===== src/ltc_pkg.sv =====
// Types, character constants and helper functions of the literal token classifier.
// Depends on nothing; used by the top level, its checker and the testbench.
package ltc_pkg;

  typedef enum logic [3:0] {
    CLS_EMPTY   = 4'd0,
    CLS_STRING  = 4'd1,
    CLS_BOOL    = 4'd2,
    CLS_STRUCT  = 4'd3,
    CLS_INT     = 4'd4,
    CLS_FLOAT   = 4'd5,
    CLS_DOUBLE  = 4'd6,
    CLS_IDENT   = 4'd7,
    CLS_INVALID = 4'd8
  } class_e;

  localparam logic [2:0] CountMax = 3'd6;
  localparam logic [2:0] TrueLen  = 3'd4;
  localparam logic [2:0] FalseLen = 3'd5;

  localparam logic [7:0] ChQuote = 8'h22;  // "
  localparam logic [7:0] ChBrace = 8'h7B;  // {
  localparam logic [7:0] ChMinus = 8'h2D;  // -
  localparam logic [7:0] ChDot   = 8'h2E;  // .
  localparam logic [7:0] ChLowF  = 8'h66;  // f
  localparam logic [7:0] ChUpF   = 8'h46;  // F
  localparam logic [7:0] ChUnder = 8'h5F;  // _

  // Per-token scan state.
  typedef struct packed {
    logic [2:0] count;
    logic [7:0] first;
    logic [7:0] last;
    logic       seen_dot;
    logic       number_ok;
    logic       name_ok;
    logic       true_match;
    logic       false_match;
  } tok_t;

  localparam tok_t TokReset = '{
    count:       3'd0,
    first:       8'h00,
    last:        8'h00,
    seen_dot:    1'b0,
    number_ok:   1'b1,
    name_ok:     1'b1,
    true_match:  1'b1,
    false_match: 1'b1
  };

  function automatic logic is_digit(input logic [7:0] c);
    return (c >= 8'h30) && (c <= 8'h39);
  endfunction

  function automatic logic is_alpha(input logic [7:0] c);
    return ((c >= 8'h61) && (c <= 8'h7A)) || ((c >= 8'h41) && (c <= 8'h5A));
  endfunction

  function automatic logic is_f(input logic [7:0] c);
    return (c == ChLowF) || (c == ChUpF);
  endfunction

  // Characters of the word "true" by position.
  function automatic logic [7:0] true_char(input logic [2:0] pos);
    logic [7:0] ch;
    unique case (pos)
      3'd0:    ch = 8'h74;  // t
      3'd1:    ch = 8'h72;  // r
      3'd2:    ch = 8'h75;  // u
      3'd3:    ch = 8'h65;  // e
      default: ch = 8'h00;
    endcase
    return ch;
  endfunction

  // Characters of the word "false" by position.
  function automatic logic [7:0] false_char(input logic [2:0] pos);
    logic [7:0] ch;
    unique case (pos)
      3'd0:    ch = 8'h66;  // f
      3'd1:    ch = 8'h61;  // a
      3'd2:    ch = 8'h6C;  // l
      3'd3:    ch = 8'h73;  // s
      3'd4:    ch = 8'h65;  // e
      default: ch = 8'h00;
    endcase
    return ch;
  endfunction

endpackage


===== src/literal_token_classifier_unit.sv =====
// Top level of the literal token classifier: input register, token scan, result register.
// Depends on ltc_pkg.
//
// Feed the characters of a token one transaction per cycle; mark the last one with
// end_of_token_i. The block sustains one character per cycle with no bubbles between
// tokens. A class code appears on the output after the end-marked transaction is
// accepted: the input register holds it, and the scan logic feeds the result register
// when it is free. The input side stalls only when a finished result is still waiting in the
// result register and the next end-marked transaction needs that slot; plain characters
// keep flowing. Classes in order of precedence: quoted string of two or more characters,
// exact true or false (bool), brace-led struct, number (optional leading minus, at most
// one dot; a trailing f or F after a dot is float, other dotted numbers are double, no
// dot is int, a lone minus is int, a lone dot is double), identifier, else invalid. An
// end mark with no characters taken gives the empty code. Tokens of any length are
// classified; the character count saturates at six, which covers every length test.
module literal_token_classifier_unit (
  input  logic                clk_i,
  input  logic                rst_ni,
  input  logic                in_valid_i,
  output logic                in_stall_o,
  input  logic [7:0]          token_char_i,
  input  logic                char_present_i,
  input  logic                end_of_token_i,
  output logic                out_valid_o,
  input  logic                out_stall_i,
  output ltc_pkg::class_e     literal_class_o
);
  import ltc_pkg::*;

  // Input register.
  logic       in_valid_q;
  logic [7:0] char_q;
  logic       present_q;
  logic       end_q;

  // Token scan state and result register.
  tok_t   tok_q, tok_d, tok_nx;
  logic   out_valid_q;
  class_e class_q, class_d;

  logic advance;

  // Advance the held transaction unless it ends a token and the result slot is
  // still occupied by a stalled result.
  assign advance    = in_valid_q && (!end_q || !out_valid_q || !out_stall_i);
  assign in_stall_o = in_valid_q && !advance;

  // Fold the held character into the token state.
  always_comb begin
    logic [2:0] pos;
    logic [7:0] c;
    pos    = tok_q.count;
    c      = char_q;
    tok_nx = tok_q;
    if (present_q) begin
      if (pos == 3'd0) begin
        tok_nx.first = c;
      end

      if ((pos >= TrueLen) || (c != true_char(pos))) begin
        tok_nx.true_match = 1'b0;
      end
      if ((pos >= FalseLen) || (c != false_char(pos))) begin
        tok_nx.false_match = 1'b0;
      end

      // A leading minus is skipped by the number scan.
      if (!((pos == 3'd0) && (c == ChMinus))) begin
        // An f or F may only be the last character of a number.
        if ((pos != 3'd0) && is_f(tok_q.last)) begin
          tok_nx.number_ok = 1'b0;
        end
        if (c == ChDot) begin
          if (tok_q.seen_dot) begin
            tok_nx.number_ok = 1'b0;
          end else begin
            tok_nx.seen_dot = 1'b1;
          end
        end else if (!is_digit(c) && !(is_f(c) && tok_q.seen_dot)) begin
          tok_nx.number_ok = 1'b0;
        end
      end

      if (pos == 3'd0) begin
        tok_nx.name_ok = is_alpha(c) || (c == ChUnder);
      end else if (!(is_alpha(c) || is_digit(c) || (c == ChUnder))) begin
        tok_nx.name_ok = 1'b0;
      end

      tok_nx.last = c;
      if (tok_q.count < CountMax) begin
        tok_nx.count = tok_q.count + 3'd1;
      end
    end
  end

  // Classify the updated token by precedence.
  always_comb begin
    priority if (tok_nx.count == 3'd0) begin
      class_d = CLS_EMPTY;
    end else if ((tok_nx.count >= 3'd2) && (tok_nx.first == ChQuote) &&
                 (tok_nx.last == ChQuote)) begin
      class_d = CLS_STRING;
    end else if ((tok_nx.true_match && (tok_nx.count == TrueLen)) ||
                 (tok_nx.false_match && (tok_nx.count == FalseLen))) begin
      class_d = CLS_BOOL;
    end else if (tok_nx.first == ChBrace) begin
      class_d = CLS_STRUCT;
    end else if (tok_nx.number_ok) begin
      if (!tok_nx.seen_dot) begin
        class_d = CLS_INT;
      end else if (is_f(tok_nx.last)) begin
        class_d = CLS_FLOAT;
      end else begin
        class_d = CLS_DOUBLE;
      end
    end else if (tok_nx.name_ok) begin
      class_d = CLS_IDENT;
    end else begin
      class_d = CLS_INVALID;
    end
  end

  // Drop the scan state back to reset after each token end.
  always_comb begin
    tok_d = tok_q;
    if (advance) begin
      tok_d = end_q ? TokReset : tok_nx;
    end
  end

  always_ff @(posedge clk_i or negedge rst_ni) begin
    if (!rst_ni) begin
      in_valid_q  <= 1'b0;
      tok_q       <= TokReset;
      out_valid_q <= 1'b0;
    end else begin
      if (!in_stall_o) begin
        in_valid_q <= in_valid_i;
      end
      tok_q <= tok_d;
      if (advance && end_q) begin
        out_valid_q <= 1'b1;
      end else if (!out_stall_i) begin
        out_valid_q <= 1'b0;
      end
    end
  end

  // Payload registers: hold while stalled.
  always_ff @(posedge clk_i) begin
    if (!in_stall_o) begin
      char_q    <= token_char_i;
      present_q <= char_present_i;
      end_q     <= end_of_token_i;
    end
    if (advance && end_q) begin
      class_q <= class_d;
    end
  end

  assign out_valid_o     = out_valid_q;
  assign literal_class_o = class_q;

endmodule


===== config.mk =====
export PLATFORM = sky130hd
export DESIGN_NAME = literal_token_classifier_unit
export DESIGN_NICKNAME = d
export VERILOG_FILES = /design/src/ltc_pkg.sv /design/src/literal_token_classifier_unit.sv
export SDC_FILE = /design/constraint.sdc
export NUM_CORES = 1
export LEC_CHECK = 0
export ABC_AREA = 1
export BUFFER_PORTS_ARGS = -buffer_cell sky130_fd_sc_hd__buf_4
export CAP_MARGIN = 15
export CORE_MARGIN = 2
export CORE_UTILIZATION = 55
export DETAILED_ROUTE_END_ITERATION = 10
export MAX_ROUTING_LAYER = met4
export PLACE_DENSITY = 0.74
export RECOVER_POWER = 25
export SETUP_SLACK_MARGIN = 0.1
export SYNTH_ARGS = -nofsm -noshare
export SYNTH_HDL_FRONTEND = slang
export SYNTH_SLANG_ARGS = --single-unit

===== constraint.sdc =====
create_clock -name clk_i -period 5.6 [get_ports clk_i]
set_input_delay 0.56 -clock clk_i [delete_from_list [all_inputs] [get_ports clk_i]]
set_output_delay 0.56 -clock clk_i [all_outputs]
set_load 0.02 [all_outputs]

==> results of run 1 <==
layer usage:
layer | up-vias | track usage
met2 | 52 | 0.369
met5 | - | -
li1 | 1077 | -
met4 | 0 | 0.0985
met1 | 951 | 0.337
met3 | 10 | 0.0470
kinds of logic (layout without fill, tap and decap cells):
kind of cell | count (synthesis) | after routing | synth area share
AO/OA/AOI/OAI | 55 | 55 | 0.135
XOR/XNOR | 4 | 4 | 0.0174
adder cells (fa/ha/maj) | 5 | 5 | 0.0255
buffers and inverters | 53 | 71 | 0.0904
flip-flops | 40 | 40 | 0.439
AND/OR/NAND/NOR | 165 | 165 | 0.293
cells in the final DEF, fill, tap and decap left out, drive strengths merged, types with 3 or more instances in the layout:
cell / netlist / routed
nand4: 3 / 3
o22ai: 14 / 14
dfstp: 4 / 4
ha: 5 / 5
a21oi: 7 / 7
nand2: 98 / 98
edfxtp: 14 / 14
xor2: 4 / 4
clkinv: 0 / 3
dfrtp: 22 / 22
clkbuf: 3 / 6
inv: 44 / 44
nor2: 34 / 34
buf: 6 / 18
o21ai: 31 / 31
nand3: 27 / 27
report_power, final:
part           total [uW]  switching, uW  internal (uW)  leakage, uW
Combinational         249            162           87.3     0.000796
Sequential            374           28.8            345     0.000475
Clock                 195            108           86.9    0.0000479
Total                 818            299            519      0.00132
worst max-delay path: cells and delay by family, from the launching register on:
kind | cells | cell delay (ns)
adder cells (fa/ha/maj) | 1 | 0.28
buffers and inverters | 2 | 0.27
AO/OA/AOI/OAI | 1 | 0.37
flip-flops | 1 | 0.42
AND/OR/NAND/NOR | 9 | 0.98
sequential cells by signal (all words and copies together), names as in the netlist:
signal           count
char_q               8
tok_q               24
literal_class_o      4
out_valid_o          1
in_valid_q           1
end_q                1
present_q            1
synth_stat cells:
cell type,number
buf_4,1
nor3_1,1
ha_1,5
clkbuf_1,3
edfxtp_1,14
or2_2,1
inv_2,2
buf_6,2
o22ai_1,14
a31oi_1,1
a22o_1,1
nand3_1,22
nor2_1,32
nand2_1,94
o21ai_4,1
nand2_2,4
o21ai_2,4
a21oi_2,1
nand3_2,5
a21oi_1,6
nor2_2,1
o21ai_1,6
xor2_1,3
dfrtp_1,22
buf_2,3
nor3b_2,1
xor2_2,1
inv_1,42
a22oi_1,1
o21ai_0,20
dfstp_2,4
nand4_1,3
nor2_4,1
final cells by class:
type                    instances  share of cell area
inverters                      44              0.0615
clock buffers                   5              0.0256
clock inverters                 3             0.00699
flip-flops and latches         40               0.401
well taps                      52              0.0242
multi-input cells             229               0.429
repair buffers                 19              0.0517
path summary, 6_finish.rpt:
kind / startpoint / to / slack, ns / cells past startpoint
worst max register to register: tok_q[22]$_DFFE_PN0P_ / literal_class_o[3]$_SDFFCE_PP0P_ / 3.03 / 13
worst min-delay path: token_char_i[6] / char_q[6]$_DFFE_PN_ / 0.43 / 1
worst max-delay path: tok_q[22]$_DFFE_PN0P_ / literal_class_o[3]$_SDFFCE_PP0P_ / 3.03 / 13
max in group asynchronous: rst_ni / out_valid_o$_DFFE_PN0P_ / 4.24 / 1
min in group asynchronous: rst_ni / tok_q[17]$_DFFE_PN0P_ / 0.55 / 1
worst min register to register: tok_q[0]$_DFFE_PN1P_ / tok_q[0]$_DFFE_PN1P_ / 0.47 / 2
through the flow:
| stage | power [uW] | util | cells | hold slack [ns] |
|---|---|---|---|---|
| final | 818 | 0.621 | 392 | 0.429 |
| after global routing | 877 | 0.621 | 392 | 0.419 |
| after CTS | 821 | 0.622 | 392 | 0.162 |
| after detailed placement | 627 | 0.602 | 384 | 0.462 |
| after global placement | 623 | 0.602 | 384 | 0.456 |
| after floorplan | 569 | - | 322 | 0.264 |
==> metrics, run 1 <==
skew final=0.00470 ns; delay of the slowest critical-path stage=0.42 ns; first-pass GRT wire length=slightly above 9000 um; worst min path class=input pin to flip-flop; static leakage=0.00132 uW; die height=70.8 um; Seq/Total Area, Yosys=0.439; drt via density=5.33; H-tree levels=2; Cells after Synth=322; metal1 wirelength=2500 um; register area=1080 um2; slowest CP cell=dfrtp_1; Fin. Hold Viols=0; GP Congestion=roughly 0.94; Sum Neg Setup Slack=0 ns; Clock transition at path regs=0.08 ns; clock latency on the worst-skew pair=roughly 0.30 ns; gr usage total=0.248; Seq cells post-synth=40; Cell Area, Placed=2600 um2; crit-path most repeated cell=nand2_2; PortBufs=19; initial core utilization=0.567; top layer in use=met4; final worst-path cycle share=0.458; clk buf depth=2; worst ir drop on vdd=between 150 and 200 uV; Die ar.=5010 um2; met2 wire length=2590 um; CTS Buf Count=5; largest net degree at the start of global routing=27; final wirelength=5470 um; HPWL Detailed=4050 um; hold_buf cts=0; standard-cell row count=24; Post-Syn Area per Cell=between 7 and 8 um2; Pwr Density=305 nW/um2; Mapped Area=2450 um2; library cells used by synthesis=33; Final Instance Area=between 2000 and 3000 um2; WP data required=5.67 ns; CTS tree=built; number of gates resized after cts=0; Crit. End Element=flip-flop; RSZ-0062 raised after global routing=no; Core Area=about 4300 um2; Final WS setup=about 3.0 ns; Root Driver=clkbuf_8; Fillers=about 390; IO Pins=20; via count=2090; layout cell share with drive strength beyond 1=0.153; CP arrival=approximately 2.6 ns; postcts setup bufs=0; initial DRC count=200; Relative slew margins=0.0866; Slew Viols, Final=0; antenna-violating nets left=0; met3 WL post-DR=~260 um; vias in the first global route=2009; area leader, netlist=dfrtp_1; overflow left after global routing=0; Ant. Diodes=0; max-capacitance violation count=0; Yosys warnings=0; pre-CTS WS=3.08 ns; Synth area leaders=dfrtp_1 (22%), edfxtp_1 (17%), nand2_1 (14%); clk sinks=40; crit-path cells=inv_1 -> ha_1 -> inv_2 -> nor2_2 -> nand2_2 -> o21ai_0 -> nand2_1 -> nor3b_2 -> nand3_2 -> nand2_2 -> nor2_1 -> nand2_2 -> nor2_1; post-synth top area share=0.225; CP max FO=17; Setup CP Type=flip-flop to flip-flop; DRT Pass-1 Iters=4; # nets final=358; Final Critical Period=2.57 ns; Finish-stage setup viols=0; Synthesized Nets=around 340; Die X=around 70 um; number of antenna violations at the first check in global routing=0; wire per inst=~14 um; Worst setup SP type=flip-flop; status=finished, final reports clean; Max Fclk=0.390 GHz; area of the multi-input gates=1150 um2; Layout Area Growth over Synthesis=9.60%; # DRC=0; Worst-Margin Slew=1.37 ns
Power figures use the tool's default switching activity.
==> run 2, diff against run 1 <==
- ABC_AREA: 1 -> 0
- clock period: 5.6 -> 2.5 ns (I/O delays scaled with it)
==> run 2 against run 1 <==
Compared with the run above: sequential cell count unchanged; clock skew up 0.0052 ns; final area up 14%; critical endpoint is now literal_class_o[2]$_SDFFCE_PP0P_; largest cell class unchanged; highest routed layer unchanged.
==> metrics, run 2 <==
Ant. Diodes=0 (unchanged); Final Instance Area=3050 um2 (was 2690 um2); Worst setup SP type=flip-flop (unchanged); overflow left after global routing=0 (unchanged); gr usage total=0.268 (was 0.248); Top reg by flops=tok_q (unchanged); WP data required=2.55 ns (was 5.67 ns); Layout Area Growth over Synthesis=22.5% (was 9.60%); initial DRC count=216 (was 200); Clock transition at path regs=0.09 ns (was 0.08 ns); H-tree levels=2 (unchanged); Pwr Total=2090 uW (was 818 uW); top-count cell post-synth=nand2_1 (unchanged); clk sinks=40 (unchanged); Post-synth top cells=nand2_1 (25), dfrtp_1 (22), o21ai_0 (18) (was nand2_1 (94), inv_1 (42), nor2_1 (32)); Final Critical Period=2.31 ns (was 2.57 ns); Slew Viols, Final=0 (unchanged); status=finished, final reports clean (unchanged); CTS Buf Count=5 (unchanged); post-synth top area share=0.221 (was 0.225); Root Driver=clkbuf_8 (unchanged); number of antenna violations at the first check in global routing=0 (unchanged); depth of the worst register-to-register path=8 (was 13); number of flip-flops under the largest register name=24 (unchanged); final wirelength=6220 um (was 5470 um); via count=2201 (was 2090); CTS tree=built (unchanged); Fillers=340 (was 387); antenna-violating nets left=0 (unchanged); ys flop type=dfrtp_1 (unchanged); PortBufs=19 (unchanged); vias in the first global route=2085 (was 2009); Cells after Synth=263 (was 322); Post-Syn Area per Cell=9.47 um2 (was 7.61 um2); Core Area=4350 um2 (was 4320 um2); static leakage=0.00124 uW (was 0.00132 uW); Pwr Density=687 nW/um2 (was 305 nW/um2); largest net degree at the start of global routing=27 (unchanged); # DRC=0 (unchanged); Setup CP Type=flip-flop to flip-flop (unchanged); GP Congestion=0.895 (was 0.942); DRT Pass-1 Iters=4 (unchanged); first-pass GRT wire length=10300 um (was 9340 um); library cells used by synthesis=63 (was 33); layout cell share with drive strength beyond 1=0.285 (was 0.153); skew final=0.00994 ns (was 0.00470 ns); worst min path class=input pin to flip-flop (unchanged); # nets final=320 (was 358); RSZ-0062 raised after global routing=no (unchanged); standard-cell row count=24 (unchanged); Synthesized Nets=282 (was 341); Worst-Margin Slew=1.44 ns (was 1.37 ns); HPWL Detailed=4340 um (was 4050 um); Mapped Area=2490 um2 (was 2450 um2); drt via density=6.22 (was 5.33); Seq cells post-synth=40 (unchanged); commonest non-fill, non-tap cell in the layout=buf_4 (was nand2_1); Fin. Hold Viols=0 (unchanged); Cell Area, Placed=2790 um2 (was 2600 um2); initial core utilization=0.572 (was 0.567); CP arrival=2.36 ns (was 2.63 ns); Yosys warnings=0 (unchanged); Die ar.=5080 um2 (was 5010 um2); clock latency on the worst-skew pair=0.30 ns (about the same); clk buf depth=2 (unchanged); worst hold path cell count=2 (was 1); CP max FO=8 (was 17); Relative slew margins=0.0395 (was 0.0866); worst ir drop on vdd=475 uV (was 188 uV); max-capacitance violation count=0 (unchanged); wire per inst=17.6 um (was 14.0 um); die height=71.3 um (was 70.8 um); IO Pins=20 (unchanged); Synth area leaders=dfrtp_1 (22%), edfxtp_1 (17%), dfstp_2 (4.2%) (was dfrtp_1 (22%), edfxtp_1 (17%), nand2_1 (14%)); most frequent cells in the layout=buf_4 (38), nand2_1 (25), dfrtp_1 (20) (was nand2_1 (94), inv_1 (42), nor2_1 (32)); Seq/Total Area, Yosys=0.432 (was 0.439); area leader, netlist=dfrtp_1 (unchanged); Finish-stage setup viols=0 (unchanged); Crit. End Element=flip-flop (unchanged); number of synthesized flops with an enable pin=14 (unchanged); Max Fclk=0.432 GHz (was 0.390 GHz); Die X=71.3 um (was 70.8 um); Synth async-reset ratio=0.650 (unchanged); final worst-path cycle share=0.925 (was 0.458)
run 2: changes by cell type in the layout (fill, tap and decap cells not counted), sizes merged, moves of 7 or more:
cell,before,now
inv,44,10
o21ai,31,23
nand2,98,25
nand2b,0,10
nor2b,0,8
a22oi,1,8
buf,18,38
clkbuf,6,16
nand3,27,4
nor2,34,14
o22ai,14,1
run 2: final timing paths:
kind / startpoint / end / slack, ns
worst max-delay path: tok_q[21]$_DFFE_PN0P_ / literal_class_o[2]$_SDFFCE_PP0P_ / 0.19
worst min-delay path: in_valid_i / in_valid_q$_DFFE_PN0N_ / 0.14
worst max register to register: tok_q[21]$_DFFE_PN0P_ / literal_class_o[2]$_SDFFCE_PP0P_ / 0.19
worst min register to register: tok_q[3]$_DFFE_PN1P_ / tok_q[3]$_DFFE_PN1P_ / 0.46
max in group asynchronous: rst_ni / tok_q[22]$_DFFE_PN0P_ / 0.75
min in group asynchronous: rst_ni / tok_q[6]$_DFFE_PN0P_ / 0.81
run 2: timing repair:
| action | CTS | global route |
|---|---|---|
| gates resized for setup | 4 | 20 |
| setup buffers | 0 | 6 |
| setup endpoints to repair | 4 | 4 |
| hold endpoints to repair | 22 | 0 |
| hold buffers | 1 | 0 |
| pin swaps | 1 | 5 |
run 2: metrics by stage:
stage	utilization	worst slack [ns]	std cells	TNS, ns	hold slack [ns]
floorplan	-	0.109	263	0	-0.0456
global placement	0.640	0.0522	339	0	0.185
detailed placement	0.640	-0.00553	339	-0.00553	0.186
CTS	0.671	0.0855	348	0	0.124
global route	0.700	0.109	354	0	0.138
finish	0.700	0.187	354	0	0.139
run 2: power breakdown:
| part | leakage [uW] | total [uW] | switching, uW | internal (uW) |
|---|---|---|---|---|
| clock network | 0.0000541 | 531 | 236 | 295 |
| logic | 0.000715 | 680 | 358 | 322 |
| registers | 0.000473 | 883 | 94.9 | 788 |
| total | 0.00124 | 2090 | 689 | 1410 |
run 2: logic make-up (layout without fill, tap and decap cells):
family	count (synthesis)	count (layout)	share of synthesized area
compound gates	81	81	0.225
xor+xnor	3	3	0.0106
fa+ha+maj	5	5	0.0251
buf+inv	29	68	0.0528
flops	40	40	0.432
mux	3	3	0.0141
simple gates	102	102	0.241
run 2: metal layers:
metal / track usage / share of wire / wire [um] / vias up
li1: - / - / - / 1063
met1: 0.363 / 0.45 / 2780 / 1047
met2: 0.401 / 0.48 / 2960 / 78
met3: 0.0619 / 0.063 / 391 / 13
met4: 0.0922 / 0.014 / 89 / 0
met5: - / 0 / 0 / -
run 2: critical path, stage by stage, from the launching register on:
cell      delay [ns]
dfrtp_2         0.46
inv_4           0.07
ha_4            0.18
o21ba_1         0.20
or4b_4          0.49
a211oi_2        0.19
nand4_1         0.13
a21oi_2         0.25
nor4b_2         0.07
run 2: cell type report:
| type | instances | area (um2) | share of cell area |
|---|---|---|---|
| clock buffers | 5 | 68.8 | 0.0226 |
| clock inverters | 3 | 42.5 | 0.0140 |
| inverters | 10 | 42.5 | 0.0140 |
| multi-input cells | 194 | 1380 | 0.452 |
| flip-flops and latches | 40 | 1080 | 0.354 |
| well taps | 52 | 65.1 | 0.0213 |
| repair buffers | 50 | 374 | 0.123 |
